[src/hw/rtl/tnss_ram.sv]
// Generic simple dual-port RAM: one write port, one read port, registered read.
// No dependencies.
module tnss_ram #(
    parameter int WIDTH = 8,
    parameter int DEPTH = 16
) (
    input  logic                                    i_clk,
    input  logic                                    i_we,
    input  logic [((DEPTH > 1) ? $clog2(DEPTH) : 1)-1:0] i_waddr,
    input  logic [WIDTH-1:0]                        i_wdata,
    input  logic                                    i_re,
    input  logic [((DEPTH > 1) ? $clog2(DEPTH) : 1)-1:0] i_raddr,
    output logic [WIDTH-1:0]                        o_rdata
);

    logic [WIDTH-1:0] r_mem [DEPTH];
    logic [WIDTH-1:0] r_rdata;

    // write port
    always_ff @(posedge i_clk) begin
        if (i_we) begin
            r_mem[i_waddr] <= i_wdata;
        end
    end

    // registered read port
    always_ff @(posedge i_clk) begin
        if (i_re) begin
            r_rdata <= r_mem[i_raddr];
        end
    end

    assign o_rdata = r_rdata;

endmodule

[config.mk]
export PLATFORM = sky130hd
export DESIGN_NAME = tnss_ram
export DESIGN_NICKNAME = d
export VERILOG_FILES = /design/src/hw/rtl/tnss_ram.sv
export SDC_FILE = /design/constraint.sdc
export NUM_CORES = 1
export LEC_CHECK = 0
export BUFFER_PORTS_ARGS = -buffer_cell sky130_fd_sc_hd__buf_4
export CAP_MARGIN = 20
export CORE_ASPECT_RATIO = 0.5
export CORE_MARGIN = 3
export CORE_UTILIZATION = 50
export CTS_CLUSTER_DIAMETER = 100
export DETAILED_ROUTE_END_ITERATION = 10
export PLACE_DENSITY_LB_ADDON = 0.2
export SLEW_MARGIN = 20
export SYNTH_ARGS = -nofsm -noshare
export SYNTH_HDL_FRONTEND = slang
export SYNTH_SLANG_ARGS = --single-unit
[constraint.sdc]
create_clock -name i_clk -period 1.85 [get_ports i_clk]
set_clock_uncertainty 0.05 [all_clocks]
set_input_delay 0.185 -clock i_clk [delete_from_list [all_inputs] [get_ports i_clk]]
set_output_delay 0.185 -clock i_clk [all_outputs]
set_load 0.02 [all_outputs]
==> results.py <==
metrics = {
    "worst_setup_path": {
        "crit_required_ns": 1.95,
        "critPathArrivalTime_ns": 1.70,
        "startpoint_type": "flip-flop",
        "crit_type": "reg2reg",
        "end_kind": "flip-flop",
        "cp_max_fo": 1,
    },
    "routing": {
        "wl_per_cell_um": 22.8,
        "remaining_drc_errors": 0,
        "wl_um": 10000,
        "vias": 2566,
        "final_antenna_net_count": 0,
        "vias_per_cell": 5.85,
        "dr.pass1.iters": 4,
        "drt_iter0_drc": 259,
    },
    "placed_design": {
        "dp.cells": 407,
        "portBuffers": 26,
        "routabilityCongestion": 0.750,
        "dp_hpwl_um": 6360,
        "place_area_mm2": 0.00577,
    },
    "run": {
        "drv_cap": 0,
    },
    "synth": {
        "muxShareOfSynthArea_pct": 14.8,
        "netlist_area_mm2": 0.00523,
        "synth.distinct_cells": 18,
        "synth_cells": 229,
        "synth_compound_area_share_pct": 2.30,
        "ys_seq_area_share_pct": 78.1,
        "synth-simple-area-share_pct": 3.14,
        "synth_nets": 248,
        "ys_ff_latch": 136,
        "yosys.area_share.adder_pct": 0,
        "yosys_warnings": 0,
        "synth_xor_area_share_pct": 0,
        "synth_top_family_by_area": "multiplexers",
        "avgSynthCellArea_um2": 22.8,
    },
    "timing": {
        "drv_slew": 0,
        "holdWs_ns": 0.0303,
        "rsz0062_at_grt": "false",
        "max-slew-margin-rel_pct": 72.1,
        "finalHoldViolCount": 0,
        "finalSetupViolCount": 0,
        "timing.final.crit_share_pct": 86.3,
        "period_needed_ns": 1.60,
        "worst_pin_slew_ns": 0.419,
        "clock.fmax_mhz": 627,
    },
    "layout": {
        "drive_above_1_share_pct": 32.2,
        "fin_area_mm2": 0.00632,
        "area_growth_pct": 20.8,
        "final_cells": 439,
        "layout_commonest_cell": "edfxtp_1",
        "num-nets-final": 310,
        "diodes": 0,
        "final_cell_mix": "edfxtp_1 (136), buf_4 (48), mux4_2 (18)",
    },
    "power": {
        "power.leakage_uw": 0.00216,
        "internal-power_uw": 5600,
        "p_seq_share_pct": 50.2,
        "swShare_pct": 19.6,
        "combPwrFrac_pct": 5.5,
        "power.density_mw_per_mm2": 1100,
        "vdd_drop_max_mv": 0.658,
        "power.share.clock_pct": 44.4,
        "p_switching_uw": 1360,
    },
    "global_route": {
        "grt_overflow": 0,
        "grt_max_degree": 22,
        "grt.total_usage_pct": 19.1,
        "first_global_vias": 2529,
        "grt_pass1_wl_um": 15600,
        "grt_antenna_before_repair": 0,
    },
    "clock_network": {
        "postCtsHoldBufs": 0,
        "clock-sinks": 136,
        "clockRootBuffer": "clkbuf_16",
        "cts_tree": "built",
        "cts_buffers": 17,
        "clk_pin_slew_ns": 0.05,
        "cts_setup_buffers": 0,
        "clk_path_buf_depth": 2,
        "htree_levels": 4,
        "cts_resized": 0,
        "insertion_delay_ns": 0.41,
    },
    "floorplan": {
        "io_pins": 27,
        "die_x_um": 151,
        "die-area_mm2": 0.0118,
        "die_h_um": 78.3,
        "core_mm2": 0.00979,
        "initial_core_util_pct": 53.4,
        "rows": 25,
    },
    "run_status": {
        "status": "finished, final reports clean",
    },
    "hold_path": {
        "hold_class": "in2reg",
    },
}
[cells in the mapped netlist (all sizes together)]
| library cell | n | area share (%) |
|---|---|---|
| edfxtp | 136 | 78 |
| mux4 | 32 | 15 |
| a22oi | 16 | 2.3 |
| nor2 | 13 | 0.93 |
| nand2 | 9 | 0.65 |
| buf | 7 | 1.1 |
| nor3 | 4 | 0.38 |
| clkdlybuf4s25 | 3 | 0.57 |
| nand2b | 2 | 0.24 |
| nand3b | 2 | 0.29 |
| and2 | 1 | 0.12 |
| and2b | 1 | 0.14 |
| nand3 | 1 | 0.096 |
| nor2b | 1 | 0.12 |
| or3b | 1 | 0.17 |
[layout make-up]
type | count | area [um^2]
fillers | 639 | 3470
multi-input cells | 83 | 1060
clock inverters | 12 | 109
well taps | 135 | 169
flip-flops and latches | 136 | 4080
repair buffers | 53 | 460
clock buffers | 20 | 437
[worst max-delay path: stages, from the launching register on]
cell and delay (ns):
edfxtp_1 0.36, mux4_1 0.52, a22oi_1 0.31, nand2_1 0.11
[state kept, by name (all words and copies together), names as in the netlist]
| signal | flops |
|---|---|
| r_mem | 128 |
| o_rdata | 8 |
[metrics by stage]
step | worst slack (ns) | power, uW | TNS, ns | utilization [%]
floorplan | 0.122 | 3740 | 0 | -
global placement | 0.00508 | 3920 | 0 | 58.9
detailed placement | -0.00583 | 3940 | -0.00583 | 58.9
CTS | 0.240 | 7010 | 0 | 64.5
global route | 0.0834 | 7170 | 0 | 64.5
finish | 0.254 | 6960 | 0 | 64.5
[final timing paths]
check                         start                   end  slack [ns]  cells after the start
min                            i_re  o_rdata[0]$_DFFE_PP_        0.03                      1
max reg2reg   r_mem[1][1]$_DFFE_PP_  o_rdata[1]$_DFFE_PP_        0.25                      3
max           r_mem[1][1]$_DFFE_PP_  o_rdata[1]$_DFFE_PP_        0.25                      3
min reg2reg  r_mem[12][4]$_DFFE_PP_  o_rdata[4]$_DFFE_PP_        0.71                      3
[cells by family (layout without fill, tap and decap cells)]
| kind of cell | count (synthesis) | after routing |
|---|---|---|
| buffers and inverters | 10 | 85 |
| DFF | 136 | 136 |
| and+or+nand+nor | 35 | 35 |
| AOI/OAI and AO/OA | 16 | 16 |
| muxes | 32 | 32 |
[power groups by stage]
stage | Combinational, uW | Sequential (uW) | Clock [uW]
2_1_floorplan | 175 | 3570 | 0
3_3_place_gp | 372 | 3550 | 0
3_5_place_dp | 381 | 3560 | 0
4_1_cts | 384 | 3490 | 3130
5_1_grt | 412 | 3500 | 3260
6_report | 380 | 3490 | 3090
[metal layers]
layer	global-route usage, %	routed length [um]
met5	0	0
met4	6.51	136
met3	6.11	763
met2	26.8	4450
met1	28.4	4680
No activity file was read; power rests on OpenSTA's default activity.
