File: config.mk
export PLATFORM = sky130hd
export DESIGN_NAME = tnss_axis_cell
export DESIGN_NICKNAME = d
export VERILOG_FILES = /design/src/hw/rtl/tnss_pkg.sv /design/src/hw/rtl/tnss_axis_cell.sv
export SDC_FILE = /design/constraint.sdc
export NUM_CORES = 1
export LEC_CHECK = 0
export ABC_AREA = 1
export BUFFER_PORTS_ARGS = -buffer_cell sky130_fd_sc_hd__clkbuf_2
export CAP_MARGIN = 10
export CORE_MARGIN = 2
export CORE_UTILIZATION = 60
export CTS_CLUSTER_DIAMETER = 80
export DETAILED_ROUTE_END_ITERATION = 8
export MAX_ROUTING_LAYER = met4
export PLACE_DENSITY = 0.83
export SYNTH_ARGS = -nofsm -noshare
export SYNTH_HDL_FRONTEND = slang
export SYNTH_SLANG_ARGS = --single-unit
File: constraint.sdc
create_clock -name i_clk -period 12.5 [get_ports i_clk]
set_input_delay 0.625 -clock i_clk [delete_from_list [all_inputs] [get_ports i_clk]]
set_output_delay 0.625 -clock i_clk [all_outputs]
set_load 0.01 [all_outputs]
File: src/hw/rtl/tnss_pkg.sv
// Package for the nearest seed search: field widths, codes and constants.
// No dependencies; used by every module of the block except tnss_ram.
package tnss_pkg;

    localparam int COORD_W    = 7;
    localparam int SEED_W     = 3 * COORD_W;
    localparam int LABEL_W    = 8;
    localparam int SLOT_W     = 8;
    localparam int GRID_W     = 8;
    localparam int COUNT_W    = 9;
    localparam int DIST_W     = 14;
    localparam int SQ_W       = 2 * GRID_W;
    localparam int SUM_W      = 18;
    localparam int CFG_IDX_W  = 2;
    localparam int CFG_DATA_W = 9;

    localparam logic [GRID_W-1:0]  GRID_RESET  = GRID_W'(16);
    localparam logic [DIST_W-1:0]  DIST_SAT    = '1;
    localparam logic [SUM_W-1:0]   SUM_NONE    = '1;

    typedef enum logic {
        OP_LOAD  = 1'b0,
        OP_QUERY = 1'b1
    } t_op;

    typedef enum logic [CFG_IDX_W-1:0] {
        CFG_GRID_LENGTH = 2'd0,
        CFG_POINT_COUNT = 2'd1
    } t_cfg_reg;

endpackage

File: src/hw/rtl/tnss_axis_cell.sv
// One cell of the distance chain: folds one axis difference on the torus,
// squares it and adds it to the running sum. Depends on tnss_pkg.
module tnss_axis_cell (
    input  logic                          i_clk,
    input  logic                          i_load,
    input  logic [tnss_pkg::COORD_W-1:0]  i_query_coord,
    input  logic [tnss_pkg::GRID_W-1:0]   i_grid_length,
    input  logic [tnss_pkg::SEED_W-1:0]   i_seed,
    input  logic [tnss_pkg::SUM_W-1:0]    i_sum,
    output logic [tnss_pkg::SEED_W-1:0]   o_seed,
    output logic [tnss_pkg::SUM_W-1:0]    o_sum
);
    import tnss_pkg::*;

    logic [COORD_W-1:0] r_query;
    logic [SEED_W-1:0]  r_seed;
    logic [SUM_W-1:0]   r_sum;

    logic [COORD_W-1:0] seed_coord;
    logic [COORD_W-1:0] diff;
    logic [GRID_W-1:0]  diff_ext;
    logic [GRID_W-1:0]  half;
    logic [GRID_W-1:0]  wrap;
    logic [GRID_W-1:0]  folded;
    logic [SQ_W-1:0]    sq;

    // fold: |a-b|, then length minus that when past half the cube
    always_comb begin
        seed_coord = i_seed[COORD_W-1:0];
        diff       = (seed_coord >= r_query) ? seed_coord - r_query : r_query - seed_coord;
        diff_ext   = GRID_W'(diff);
        half       = i_grid_length >> 1;
        // magnitude of (length - diff); a negative value squares the same
        wrap       = (i_grid_length >= diff_ext) ? i_grid_length - diff_ext
                                                 : diff_ext - i_grid_length;
        folded     = (diff_ext > half) ? wrap : diff_ext;
        sq         = folded * folded;
    end

    // query coordinate held for the whole scan; seed word shifts one axis on
    always_ff @(posedge i_clk) begin
        if (i_load) begin
            r_query <= i_query_coord;
        end
        r_seed <= {{COORD_W{1'b0}}, i_seed[SEED_W-1:COORD_W]};
        r_sum  <= i_sum + SUM_W'(sq);
    end

    assign o_seed = r_seed;
    assign o_sum  = r_sum;

endmodule

==> metrics, run 1 <==
status completed; Final GP Congestion 0.9710; Via-to-Cell Ratio 4.941; max_cap viols 0; Initial Util 61.69%; Max Fanout on Critical Path 11; arrival time worst endpoint 7.50 ns; grt total ovfl 0; Mean Syn Cell Area 7.736 sq um; Die Wd 95.69 um; Tmin final 7.306 ns; clock sink count 39; Most used DFF post-synth dfxtp_1; Post-CTS Setup Repair Bufs 0; clk slew on worst S/H paths 0.08 ns; most frequent cell on the critical path nand2_1; Hold Buf Count CTS 0; WL/cell 12.01 um; die area 9156 sq um; Hold Crit Endpoint o_seed[1]; DR DRC count 0; CTS tree built; iteration count of the initial detailed-routing pass 4; CP delay by family, top adder cells; Layout area overhead 11.44%; via count 4175; critical path capture point type register; TNS Setup 0 ns; Crit Path Category input port to register; Stages on worst setup path 35; class of the worst hold path input port to register; Post-synth EDFFs 7; reg2reg setup slack 5.24 ns; Simple-Gate Fraction of Synth Area 23.34%; proportion of layout cells with a drive suffix above 1 19.73%; Metal-1 WL 4507 um; CP Buf/Inv Count 7; 1st-iter DRT viols 176; Ys Warns 0; Port Buf Inserts 87; Worst-Margin Slew 0.5473 ns; Post-Synth Adder-Cell Area 35.43%; Final #Nets 912; CTS max path bufs 2; Ant. Diodes 0; hold_sp i_seed[8]; Detail Route Antenna Nets 0; first-pass GRT wire length 17570 um; routed wl met3 517 um; register area share after synthesis 16.87%; count of cell types in the netlist 41; post-synthesis compound-gate area fraction 6.128%; reg2reg path depth 33; Slowest-stage cell, CP fa_1; Critical R2R Capture o_sum[15]; top routing layer in use met4; fmax 136.9 MHz; Slew Viols, Final 0; endpoints failing setup 0; H-Tree Depth 2; initial antenna violation count 0; RSZ-0062 raised after global routing false; Post-synth ARST share 0%; clk_lat worst skew 0.29 ns; drt total wl 10150 um; post-synthesis xor/xnor area fraction 5.036%; CP peak stage delay 0.55 ns; Root Driver clkbuf_8; Worst setup SP type input port; Max-Slew Margin vs Limit 63.13%; post_cts resized 0; Core ar. 8175 sq um; largest family of logic cells by synthesized area adder cells; hold depth 1; vias in the first global route 4083; Post-Route Skew 0.006586 ns; Rows 33; mux cell area share after synthesis 0%; all-layer global routing usage 25.08%; Cells after Synth 652; Seq cells post-synth 39; die height 95.69 um; Critical Path RT 12.69 ns; largest net degree at the start of global routing 13; CTS Buf Count 5; crit share post-route 58.45%; Hold Vio Cnt, Final 0; HPWL after DPL 8998 um; I/O pin total 95; Post-Syn Area 5044 sq um; WL met2 4957 um; R2R Path Start r_query[3]
==> registers in the layout, indices dropped and copies added (netlist names) <==
signal,flops
r_query,7
o_seed,14
o_sum,18
==> routing by layer <==
metal  up-vias  GRT usage (%)
li1       2134              -
met1      1913          31.51
met2       115          43.36
met3        13          2.451
met4         0          6.548
met5         -              -
==> worst max-delay path by stage <==
stage | start | to | slack [ns]
2_1_floorplan | i_seed[5] | o_sum[15] | 5.75
3_3_place_gp | i_seed[2] | o_sum[15] | 5.04
3_5_place_dp | i_seed[2] | o_sum[15] | 4.93
4_1_cts | i_seed[2] | o_sum[15] | 5.23
5_1_grt | i_seed[2] | o_sum[15] | 4.62
6_report | i_seed[2] | o_sum[15] | 5.19
==> area by class of cell <==
cell class,count,area (sq um)
Timing Repair Buffer,87,435.4
Sequential cell,39,850.8
Clock buffer,5,68.82
Tap cell,105,131.4
Clock inverter,3,15.01
Multi-Input combinational cell,456,3553
Fill cell,717,2555
Inverter,150,565.5
==> cells in the mapped netlist, types with 2 or more instances <==
library cell | n | share of area [%]
nor2_1 | 42 | 3.1
xor2_1 | 23 | 4.0
nand4_1 | 7 | 0.87
a21oi_2 | 2 | 0.35
ha_1 | 74 | 18
clkinv_1 | 3 | 0.22
or2_1 | 2 | 0.25
a21o_1 | 2 | 0.30
edfxtp_1 | 7 | 4.2
buf_4 | 8 | 1.2
dfxtp_1 | 32 | 13
a31oi_1 | 2 | 0.25
nand3_2 | 2 | 0.40
buf_6 | 2 | 0.45
inv_1 | 141 | 10
nor2_4 | 6 | 1.3
nand2_4 | 5 | 1.1
nand2_2 | 17 | 2.1
nand3_1 | 21 | 2.1
a21oi_1 | 27 | 2.7
o21ai_1 | 4 | 0.40
nand2_1 | 135 | 10
fa_1 | 43 | 17
o31ai_1 | 2 | 0.30
inv_2 | 5 | 0.37
o21ai_0 | 10 | 0.99
buf_2 | 2 | 0.20
nor2_2 | 7 | 0.87
xnor2_1 | 6 | 1.0
o21bai_1 | 2 | 0.30
==> kinds of logic after synthesis <==
kind of cell,Yosys count
buf+inv,163
other cells,1
flops,39
compound gates,54
simple gates,249
fa+ha+maj,117
xor+xnor,29
==> stage by stage <==
step	setup WS (ns)	util, %	hold slack, ns	instances	instance area, sq um
floorplan	5.747	-	0.6527	658	5066
global placement	5.036	67.72	0.7284	837	5537
detailed placement	4.931	67.72	0.7289	837	5537
CTS	5.230	68.75	0.4209	845	5620
global route	4.620	68.75	0.4185	845	5620
finish	5.194	68.75	0.4256	845	5620
==> layout by cell type, fill, tap and decap left out, types with 4 or more instances in the layout <==
master    synthesis  layout
clkbuf_8          0       5
o21ai_1           4       4
nand3_1          21      21
ha_1             74      74
a21oi_1          27      27
nand2_2          17      17
xnor2_1           6       6
xor2_1           23      23
conb_1            1       7
nor2_4            6       6
nor2_1           42      42
nand4_1           7       7
nand2_1         135     135
inv_2             5       5
nor2_2            7       7
fa_1             43      43
o21ai_0          10      10
clkbuf_2          0      87
nand2_4           5       5
edfxtp_1          7       7
dfxtp_1          32      32
inv_1           141     141
Power of run 1 is left out: the tool's default activity adds up to more than one toggle a clock period on the data nets, which glitch-free logic cannot reach.
==> inputs of run 2 (changes only) <==
--- a/config.mk
+++ b/config.mk
@@ -9,11 +9,11 @@
 export BUFFER_PORTS_ARGS = -buffer_cell sky130_fd_sc_hd__clkbuf_2
 export CAP_MARGIN = 10
 export CORE_MARGIN = 2
-export CORE_UTILIZATION = 60
+export CORE_UTILIZATION = 58
 export CTS_CLUSTER_DIAMETER = 80
 export DETAILED_ROUTE_END_ITERATION = 8
 export MAX_ROUTING_LAYER = met4
-export PLACE_DENSITY = 0.83
+export PLACE_DENSITY = 0.81
 export SYNTH_ARGS = -nofsm -noshare
 export SYNTH_HDL_FRONTEND = slang
 export SYNTH_SLANG_ARGS = --single-unit
==> constraint.sdc (replaced) <==
create_clock -name i_clk -period 7.3 [get_ports i_clk]
set_input_delay 0.365 -clock i_clk [delete_from_list [all_inputs] [get_ports i_clk]]
set_output_delay 0.365 -clock i_clk [all_outputs]
set_load 0.01 [all_outputs]
==> run 2 against run 1 <==
Register-to-register slack worse by 4.8 ns. Via count up 0.84%. First-iteration DRC count is 1.1% lower. Worst setup slack got worse by 4.7 ns. Worst hold slack worse by 0.27 ns. Cell area up 2.2%. Critical path depth rose by 2. Non-clock buffer count is 2 higher. Largest cell class unchanged. Sequential share of layout area down 0.33 points. Flip-flop and latch count unchanged. Cell count is 0.59% higher. Clock skew shrank 0.00068 ns.
==> metrics, run 2 (synthesis results as in run 1) <==
status completed; max reg flops 18; Layout area overhead 13.89%; Critical Path RT 7.49 ns; final instance count without filler cells 850; grt total ovfl 0; DR DRC count 0; 1st-iter DRT viols 174; largest net degree at the start of global routing 15; Rows 34; routed wl met3 336 um; max_cap viols 0; Ant. Diodes 0; Crit Path Category register to register; Metal-1 WL 4599 um; I/O pin total 95; WL/cell 12.81 um; all-layer global routing usage 24.66%; Max Fanout on Critical Path 7; CP peak stage delay 0.55 ns; critical path capture point type register; Hold Vio Cnt, Final 0; fmax 146.3 MHz; WL met2 5575 um; Detail Route Antenna Nets 0; CTS Buf Count 5; Final #Nets 914; most frequent cell on the critical path nand2_1; CTS tree built; first-pass GRT wire length 18950 um; clk_lat worst skew 0.30 ns; die height 97.25 um; Slowest-stage cell, CP fa_1; RSZ-0062 raised after global routing false; Fill cells 753; via count 4210; arrival time worst endpoint 7.03 ns; Final GP Congestion 0.9246; die area 9458 sq um; proportion of layout cells with a drive suffix above 1 21.83%; class of the worst hold path input port to register; iteration count of the initial detailed-routing pass 5; initial antenna violation count 0; sequential cell area 850.8 sq um; commonest non-fill, non-tap cell in the layout inv_1; TNS Setup 0 ns; CTS max path bufs 2; H-Tree Depth 2; multi-input logic area 3632 sq um; endpoints failing setup 0; top routing layer in use met4; Hold Buf Count CTS 0; clk slew on worst S/H paths 0.08 ns; Worst setup SP type register; Post-Route Skew 0.005906 ns; Initial Util 58.69%; Port Buf Inserts 87; Die Wd 97.25 um; crit share post-route 93.61%; vias in the first global route 4416; drt total wl 10890 um; Inst Count DP 841; Via-to-Cell Ratio 4.953; commonest cells after routing, fill and taps aside 141 x inv_1, 133 x nand2_1, 87 x clkbuf_2; clock sink count 39; HPWL after DPL 9422 um; Tmin final 6.834 ns; Slew Viols, Final 0; Core ar. 8593 sq um; Root Driver clkbuf_8
==> run 2: changes by cell type in the layout (fill, tap and decap cells not counted), moves of 3 or more <==
| cell | before | now |
|---|---|---|
| nor2_2 | 7 | 10 |
| nor2_1 | 42 | 38 |
| ha_2 | 0 | 3 |
| o21ai_0 | 10 | 7 |
| clkinv_2 | 3 | 0 |
| ha_1 | 74 | 69 |
==> run 2: layer usage <==
layer | vias up | track usage [%]
met1 | 1946 | 29.78
met3 | 30 | 1.655
met2 | 98 | 43.54
li1 | 2136 | -
met5 | - | -
met4 | 0 | 9.188
==> run 2: cell type report <==
type / instances / share of cell area, %
multi-input combinational: 456 / 63.23
sequential: 39 / 14.81
inverter: 150 / 9.845
timing repair buffer: 89 / 7.841
tap: 108 / 2.352
clock buffer: 6 / 1.634
clock inverter: 2 / 0.2832
==> run 2: critical path, delay by kind of cell, from the launching register on <==
kind,cells,cell delay (ns)
xor+xnor,1,0.15
compound gates,3,0.61
fa+ha+maj,7,3.19
buf+inv,6,0.43
simple gates,20,1.91
flops,1,0.41
==> run 2: path summary, 6_finish.rpt <==
check | start | to | slack [ns] | cells after the start
worst max-delay path | r_query[4] | o_sum[16] | 0.47 | 37
worst min-delay path | i_seed[14] | o_seed[7] | 0.15 | 1
worst max register to register | r_query[4] | o_sum[16] | 0.47 | 37
worst min register to register | r_query[0] | o_sum[0] | 1.05 | 5
==> run 2: stage by stage <==
stage | instance area [sq um] | hold WS [ns] | util, % | setup slack [ns]
floorplan | 5066 | 0.3927 | - | 0.8072
global placement | 5548 | 0.4683 | 64.56 | 0.2152
detailed placement | 5548 | 0.4689 | 64.56 | 0.08088
CTS | 5658 | 0.1476 | 65.84 | 0.1090
global route | 5744 | 0.1428 | 66.85 | 0.006613
finish | 5744 | 0.1539 | 66.85 | 0.4663
==> run 2: what timing repair did <==
item                       CTS  global route
setup endpoints to repair    0             9
resized for setup            0            22
buffers inserted             0             1
Power of run 2 is left out for the same reason.
